### config.mk
export PLATFORM = sky130hd
export DESIGN_NAME = tbs_ctrl
export DESIGN_NICKNAME = d
export VERILOG_FILES = /design/src/tbs_pkg.sv /design/src/tbs_ctrl.sv
export SDC_FILE = /design/constraint.sdc
export NUM_CORES = 1
export LEC_CHECK = 0
export BUFFER_PORTS_ARGS = -buffer_cell sky130_fd_sc_hd__buf_2
export CORE_MARGIN = 4
export CORE_UTILIZATION = 45
export CTS_BUF_LIST = sky130_fd_sc_hd__clkbuf_2 sky130_fd_sc_hd__clkbuf_4 sky130_fd_sc_hd__clkbuf_8
export DETAILED_ROUTE_END_ITERATION = 7
export PLACE_DENSITY = 0.8
export RECOVER_POWER = 25
export REMOVE_ABC_BUFFERS = 1
export SLEW_MARGIN = 5
export SYNTH_ARGS = -nofsm -noshare
export SYNTH_HDL_FRONTEND = slang
export SYNTH_SLANG_ARGS = --single-unit
export TNS_END_PERCENT = 50
### constraint.sdc
create_clock -name clock -period 1.3 [get_ports clock]
set_input_delay 0 -clock clock [delete_from_list [all_inputs] [get_ports clock]]
set_output_delay 0 -clock clock [all_outputs]
set_load 0.02 [all_outputs]
### src/tbs_pkg.sv
// Shared types and constants for the tempo beat scheduler.
`timescale 1ns / 1ps
package tbs_pkg;

   localparam int BEAT_W   = 32;
   localparam int TIME_W   = 64;
   localparam int PERIOD_W = 36;
   localparam int ACT_W    = 2;
   localparam int TR_W     = 2;
   localparam int LEAD_W   = 8;
   localparam int LOOK_W   = 5;
   localparam int CSR_IDX_W = 2;

   localparam logic [BEAT_W-1:0]   BEAT_MAX       = '1;
   localparam logic [PERIOD_W-1:0] DEFAULT_PERIOD = 36'd500000000;

   // actions
   localparam logic [ACT_W-1:0] ACT_TICK      = 2'd0;
   localparam logic [ACT_W-1:0] ACT_TEMPO     = 2'd1;
   localparam logic [ACT_W-1:0] ACT_TRANSPORT = 2'd2;
   localparam logic [ACT_W-1:0] ACT_START     = 2'd3;

   // transport states
   localparam logic [TR_W-1:0] TR_STOPPED   = 2'd0;
   localparam logic [TR_W-1:0] TR_SCHEDULED = 2'd1;
   localparam logic [TR_W-1:0] TR_PLAYING   = 2'd2;
   localparam logic [TR_W-1:0] TR_INVALID   = 2'd3;

   // register indexes
   localparam logic [CSR_IDX_W-1:0] REG_LEAD_TIME = 2'd0;
   localparam logic [CSR_IDX_W-1:0] REG_LOOKAHEAD = 2'd1;
   localparam logic [CSR_IDX_W-1:0] REG_SLIDE     = 2'd2;
   localparam logic [CSR_IDX_W-1:0] REG_INIT_PER  = 2'd3;

   // datapath operations
   typedef logic [3:0] tbs_op_type;
   localparam tbs_op_type OP_NONE      = 4'd0;
   localparam tbs_op_type OP_LOAD      = 4'd1;
   localparam tbs_op_type OP_START     = 4'd2;
   localparam tbs_op_type OP_DIV       = 4'd3;
   localparam tbs_op_type OP_APPLY     = 4'd4;
   localparam tbs_op_type OP_MUL_EDGE  = 4'd5;
   localparam tbs_op_type OP_EDGE      = 4'd6;
   localparam tbs_op_type OP_MUL_CUR   = 4'd7;
   localparam tbs_op_type OP_ACT_TEMPO = 4'd8;
   localparam tbs_op_type OP_ACT_TR    = 4'd9;
   localparam tbs_op_type OP_MUL_ENTRY = 4'd10;
   localparam tbs_op_type OP_EMIT      = 4'd11;
   localparam tbs_op_type OP_REJECT    = 4'd12;

   typedef struct packed {
      logic div_done;
      logic reject;
      logic tempo_imm;
      logic out_free;
      logic ent_last;
   } tbs_status_type;

   function automatic logic [PERIOD_W-1:0] safe_period(input logic [PERIOD_W-1:0] p);
      safe_period = (p == '0) ? DEFAULT_PERIOD : p;
   endfunction

endpackage

### src/tbs_ctrl.sv
// Sequencer that walks the datapath through one request.
`timescale 1ns / 1ps
module tbs_ctrl (
   input  logic                     clock,
   input  logic                     reset,
   input  logic                     req_valid,
   input  logic [tbs_pkg::ACT_W-1:0] req_action,
   output logic                     req_ready,
   input  tbs_pkg::tbs_status_type  status,
   output tbs_pkg::tbs_op_type      op
);
   import tbs_pkg::*;

   localparam logic [4:0] S_IDLE  = 5'd0;
   localparam logic [4:0] S_START = 5'd1;
   localparam logic [4:0] S_DIV1  = 5'd2;
   localparam logic [4:0] S_DIV1W = 5'd3;
   localparam logic [4:0] S_DEC   = 5'd4;
   localparam logic [4:0] S_CE    = 5'd5;
   localparam logic [4:0] S_CEW1  = 5'd6;
   localparam logic [4:0] S_CEW2  = 5'd7;
   localparam logic [4:0] S_CES   = 5'd8;
   localparam logic [4:0] S_CT    = 5'd9;
   localparam logic [4:0] S_CTW1  = 5'd10;
   localparam logic [4:0] S_CTW2  = 5'd11;
   localparam logic [4:0] S_CTA   = 5'd12;
   localparam logic [4:0] S_AMUL  = 5'd13;
   localparam logic [4:0] S_AW1   = 5'd14;
   localparam logic [4:0] S_AW2   = 5'd15;
   localparam logic [4:0] S_ACT   = 5'd16;
   localparam logic [4:0] S_DIV2  = 5'd17;
   localparam logic [4:0] S_DIV2W = 5'd18;
   localparam logic [4:0] S_TR    = 5'd19;
   localparam logic [4:0] S_ENT   = 5'd20;
   localparam logic [4:0] S_EW1   = 5'd21;
   localparam logic [4:0] S_EW2   = 5'd22;
   localparam logic [4:0] S_EMIT  = 5'd23;
   localparam logic [4:0] S_REJ   = 5'd24;

   logic [4:0] state_ff, state_in;

   always_comb begin
      state_in = state_ff;
      op       = OP_NONE;
      unique case (state_ff)
         S_IDLE: begin
            if (req_valid) begin
               op = OP_LOAD;
               unique case (req_action)
                  ACT_START:                state_in = S_START;
                  ACT_TEMPO, ACT_TRANSPORT: state_in = S_DIV1;
                  default:                  state_in = S_AMUL;
               endcase
            end
         end
         S_START: begin
            op       = OP_START;
            state_in = S_AMUL;
         end
         S_DIV1: begin
            op       = OP_DIV;
            state_in = S_DIV1W;
         end
         S_DIV1W: if (status.div_done) state_in = S_DEC;
         S_DEC: begin
            priority if (status.reject) state_in = S_REJ;
            else if (status.tempo_imm) state_in = S_CE;
            else begin
               op       = OP_APPLY;
               state_in = S_AMUL;
            end
         end
         // immediate tempo: time of the current beat, through the pending edge
         S_CE: begin
            op       = OP_MUL_EDGE;
            state_in = S_CEW1;
         end
         S_CEW1: state_in = S_CEW2;
         S_CEW2: state_in = S_CES;
         S_CES: begin
            op       = OP_EDGE;
            state_in = S_CT;
         end
         S_CT: begin
            op       = OP_MUL_CUR;
            state_in = S_CTW1;
         end
         S_CTW1: state_in = S_CTW2;
         S_CTW2: state_in = S_CTA;
         S_CTA: begin
            op       = OP_APPLY;
            state_in = S_AMUL;
         end
         S_AMUL: begin
            op       = OP_MUL_EDGE;
            state_in = S_AW1;
         end
         S_AW1: state_in = S_AW2;
         S_AW2: state_in = S_ACT;
         S_ACT: begin
            op       = OP_ACT_TEMPO;
            state_in = S_DIV2;
         end
         S_DIV2: begin
            op       = OP_DIV;
            state_in = S_DIV2W;
         end
         S_DIV2W: if (status.div_done) state_in = S_TR;
         S_TR: begin
            op       = OP_ACT_TR;
            state_in = S_ENT;
         end
         S_ENT: begin
            op       = OP_MUL_ENTRY;
            state_in = S_EW1;
         end
         S_EW1: state_in = S_EW2;
         S_EW2: state_in = S_EMIT;
         S_EMIT: begin
            if (status.out_free) begin
               op       = OP_EMIT;
               state_in = status.ent_last ? S_IDLE : S_ENT;
            end
         end
         S_REJ: begin
            if (status.out_free) begin
               op       = OP_REJECT;
               state_in = S_IDLE;
            end
         end
         default: state_in = S_IDLE;
      endcase
   end

   always_ff @(posedge clock) begin
      if (reset) state_ff <= S_IDLE;
      else state_ff <= state_in;
   end

   assign req_ready = (state_ff == S_IDLE);
endmodule

==> summary.txt <==
Cells and area
  • Top flop regs: state_ff x5
  • Cell area after layout: approximately 0.0014 sq mm
  • Nets: approximately 170
  • # fillers: around 70
  • Final core occ: 0.877
  • Fraction of layout cells with a size suffix above 1: 0.596
  • Area grow syn2layout: 78.0%
  • Max reg flops: 5
  • Antenna diode count: 0
  • Biggest register: state_ff

Die
  • Placeable Area: 0.00156 sq mm
  • Die X: approximately 49 um
  • Initial core utilization: 0.493
  • Row cnt: 14
  • Die Y: between 40 and 50 um
  • I/O pins: 15
  • DIE AREA: around 0.0024 sq mm

Yosys
  • Post-synth top area share: 0.130
  • Avg Cell Area, Syn: between 6 and 7 sq um
  • Synth Flop Type: dfxtp_1
  • Synth top area cells: dfxtp_1 (13%), nor2_1 (5.9%), buf_2 (5.2%), a21oi_1 (4.6%), nor3_1 (4.6%)
  • Count leader, synth: nor2_1
  • Synth warnings: 0
  • Top cells by count, synth: nor2_1 (12), buf_2 (8), a21oi_1 (7), nor3_1 (7)
  • #FFs+latches synth: 5
  • Post-synthesis sequential area ratio: 0.130
  • Post-Synthesis Cells: 111
  • Cell area after synthesis: 768 sq um
  • Post-synth ARST share: 0
  • Cell taking the most area after synthesis: dfxtp_1
  • EDFF count, synth: 0
  • Netlist cell types: 43

Clocking
  • Deepest clock path buffer count: 2
  • Clock sink total: 5
  • H-tree levels: 1
  • Root buf cell: clkbuf_4
  • Clk slew on worst S/H paths: roughly 0.050 ns
  • CTS tree: built
  • TritonCTS Buffers: 3
  • Worst-Skew Late Latency: between 0.2 and 0.3 ns

Global route
  • Vias in the first global route: ~1,100
  • Initial antenna violation count: 0
  • Grt total ovfl: 0
  • First-pass GRT wire length: about 5.4 mm
  • GRT Util Overall: 0.298
  • Largest net degree at the start of global routing: 13

Run
  • Total of max-cap violations: 0

Timing
  • Final Max Tran Viols: 0
  • Skew final: roughly 0.0016 ns
  • Final setup viols: 10
  • Unrepaired setup endpoints after global routing: true
  • Slew Limit Headroom: 0.738
  • Slack of the critical path: -0.422 ns
  • Final Hold Vio Count: 0
  • Final Critical Period: 1.72 ns
  • Worst-margin pin slew: 0.389 ns
  • Setup TNS: -3.11 ns
  • Fmax: 0.581 GHz
  • Final worst-path cycle share: 1.32

Drt
  • WL/cell: around 23 um
  • Vias per inst: between 7 and 8
  • Iter 0 DRT Violations: 100
  • Post-Route WL: a little over 4 mm
  • # DRC: 0
  • Post-route ant nets: 0
  • TritonRoute pass-1 iters: 7
  • Routed vias: 1,272

Setup path
  • CP Cell Sequence: buf_4, nand4b_1, a2bb2oi_2, nand4b_1, a221oi_2
  • Most Frequent Cell on Critical Path: nand4b_1
  • Slowest cell on the critical path: a221oi_2
  • Required time worst endpoint: 1.46 ns
  • Worst Setup Start Kind: flop
  • CP max stage delay: between 0.3 and 0.4 ns
  • Critical path type: reg -> reg
  • CP max FO: 9
  • CP top delay family: compound AO/OA/AOI/OAI gates
  • Crit end category: flop
  • Worst path arrival time: roughly 1.9 ns
  • CP bufs+invs: 1

Place
  • Post-DP HPWL: 1.89 mm
  • Routability cong.: ~0.96
  • IO Port Bufs: 14
  • Worst slack at placement: -0.370 ns
  • Post-DP Area: 992 sq um

Worst hold path
  • HP Class: in -> reg

Outcome
  • Status: finished with violations
  • Failing checks: negative setup slack

Power
  • Final Power: approximately 3.4 mW
  • PwrDens: between 2000 and 3000 mW/mm^2
  • LEAKAGE: approximately 0.6 nW
  • Peak VDD IR: between 2 and 2.5 mV
## power breakdown
part / switching (mW) / total [mW] / internal [mW]
registers: 0.101 / 0.335 / 0.234
clock network: 0.0926 / 0.231 / 0.139
logic: 1.45 / 2.86 / 1.41
total: 1.65 / 3.43 / 1.78
## per-stage QoR
step                      hold slack [ns]  cells
after floorplan                    0.0662    100
after global placement              0.239    154
after detailed placement            0.239    154
after CTS                           0.151    171
after global routing                0.223    177
final                               0.248    177
## path summary, 6_finish.rpt
path	start	endpoint	slack (ns)	cells past startpoint
worst max register to register	state_ff[4]$_SDFFE_PP0P_	state_ff[0]$_SDFFE_PP0P_	-0.42	5
worst max-delay path	state_ff[4]$_SDFFE_PP0P_	state_ff[0]$_SDFFE_PP0P_	-0.42	5
worst min-delay path	status[4]	state_ff[0]$_SDFFE_PP0P_	0.25	3
worst min register to register	state_ff[4]$_SDFFE_PP0P_	state_ff[3]$_SDFFE_PP0P_	0.82	3
## worst min-delay path: cells and delay by family
| family | cells | cell delay (ns) |
|---|---|---|
| AO/OA/AOI/OAI | 2 | 0.29 |
| buffers and inverters | 1 | 0.17 |
## cell usage in the layout, fill, tap and decap left out, types with 2 or more instances in the layout
master and instances:
nor3b_2 2, buf_2 9, nor3_1 4, dfxtp_4 3, nand4b_1 3, o21ai_0 4, buf_6 9, a21oi_1 4
a21oi_2 2, and2_1 2, a2bb2oi_2 2, buf_4 37, nor2_2 3, inv_1 5, nand2_1 5, o31ai_2 2
dfxtp_2 2, nor2b_1 3, nand2b_1 3, clkbuf_4 4, nor2_1 9, o22ai_1 2, nor3_2 2, a221oi_2 3
and3_1 2, o21ai_1 2
## metal layers
metal	up-vias	wire length, um	track usage
li1	517	-	-
met1	557	1420	0.338
met2	140	1780	0.498
met3	58	527	0.0398
met4	0	400	0.227
met5	-	0	0
## cells by family (layout without fill, tap and decap cells)
group	after synthesis	count (layout)	synth area share
simple gates	52	52	0.392
compound gates	36	36	0.345
buf+inv	16	66	0.101
flops	5	5	0.130
fa+ha+maj	1	1	0.0163
mux	1	1	0.0147
## cell type report
type                    count  area [sq um]  area share
multi-input cells          90           731       0.534
flip-flops and latches      5           114      0.0833
inverters                   5          18.8      0.0137
repair buffers             57           454       0.332
clock buffers               4          30.0      0.0220
well taps                  16          20.0      0.0146
## timing repair
action,in CTS,in global routing
hold endpoints to repair,3,0
resized for setup,38,17
endpoints found under the setup margin,10,10
pin swaps,14,10
setup buffers,12,6
hold buffers,1,0
Power figures use the tool's default switching activity.
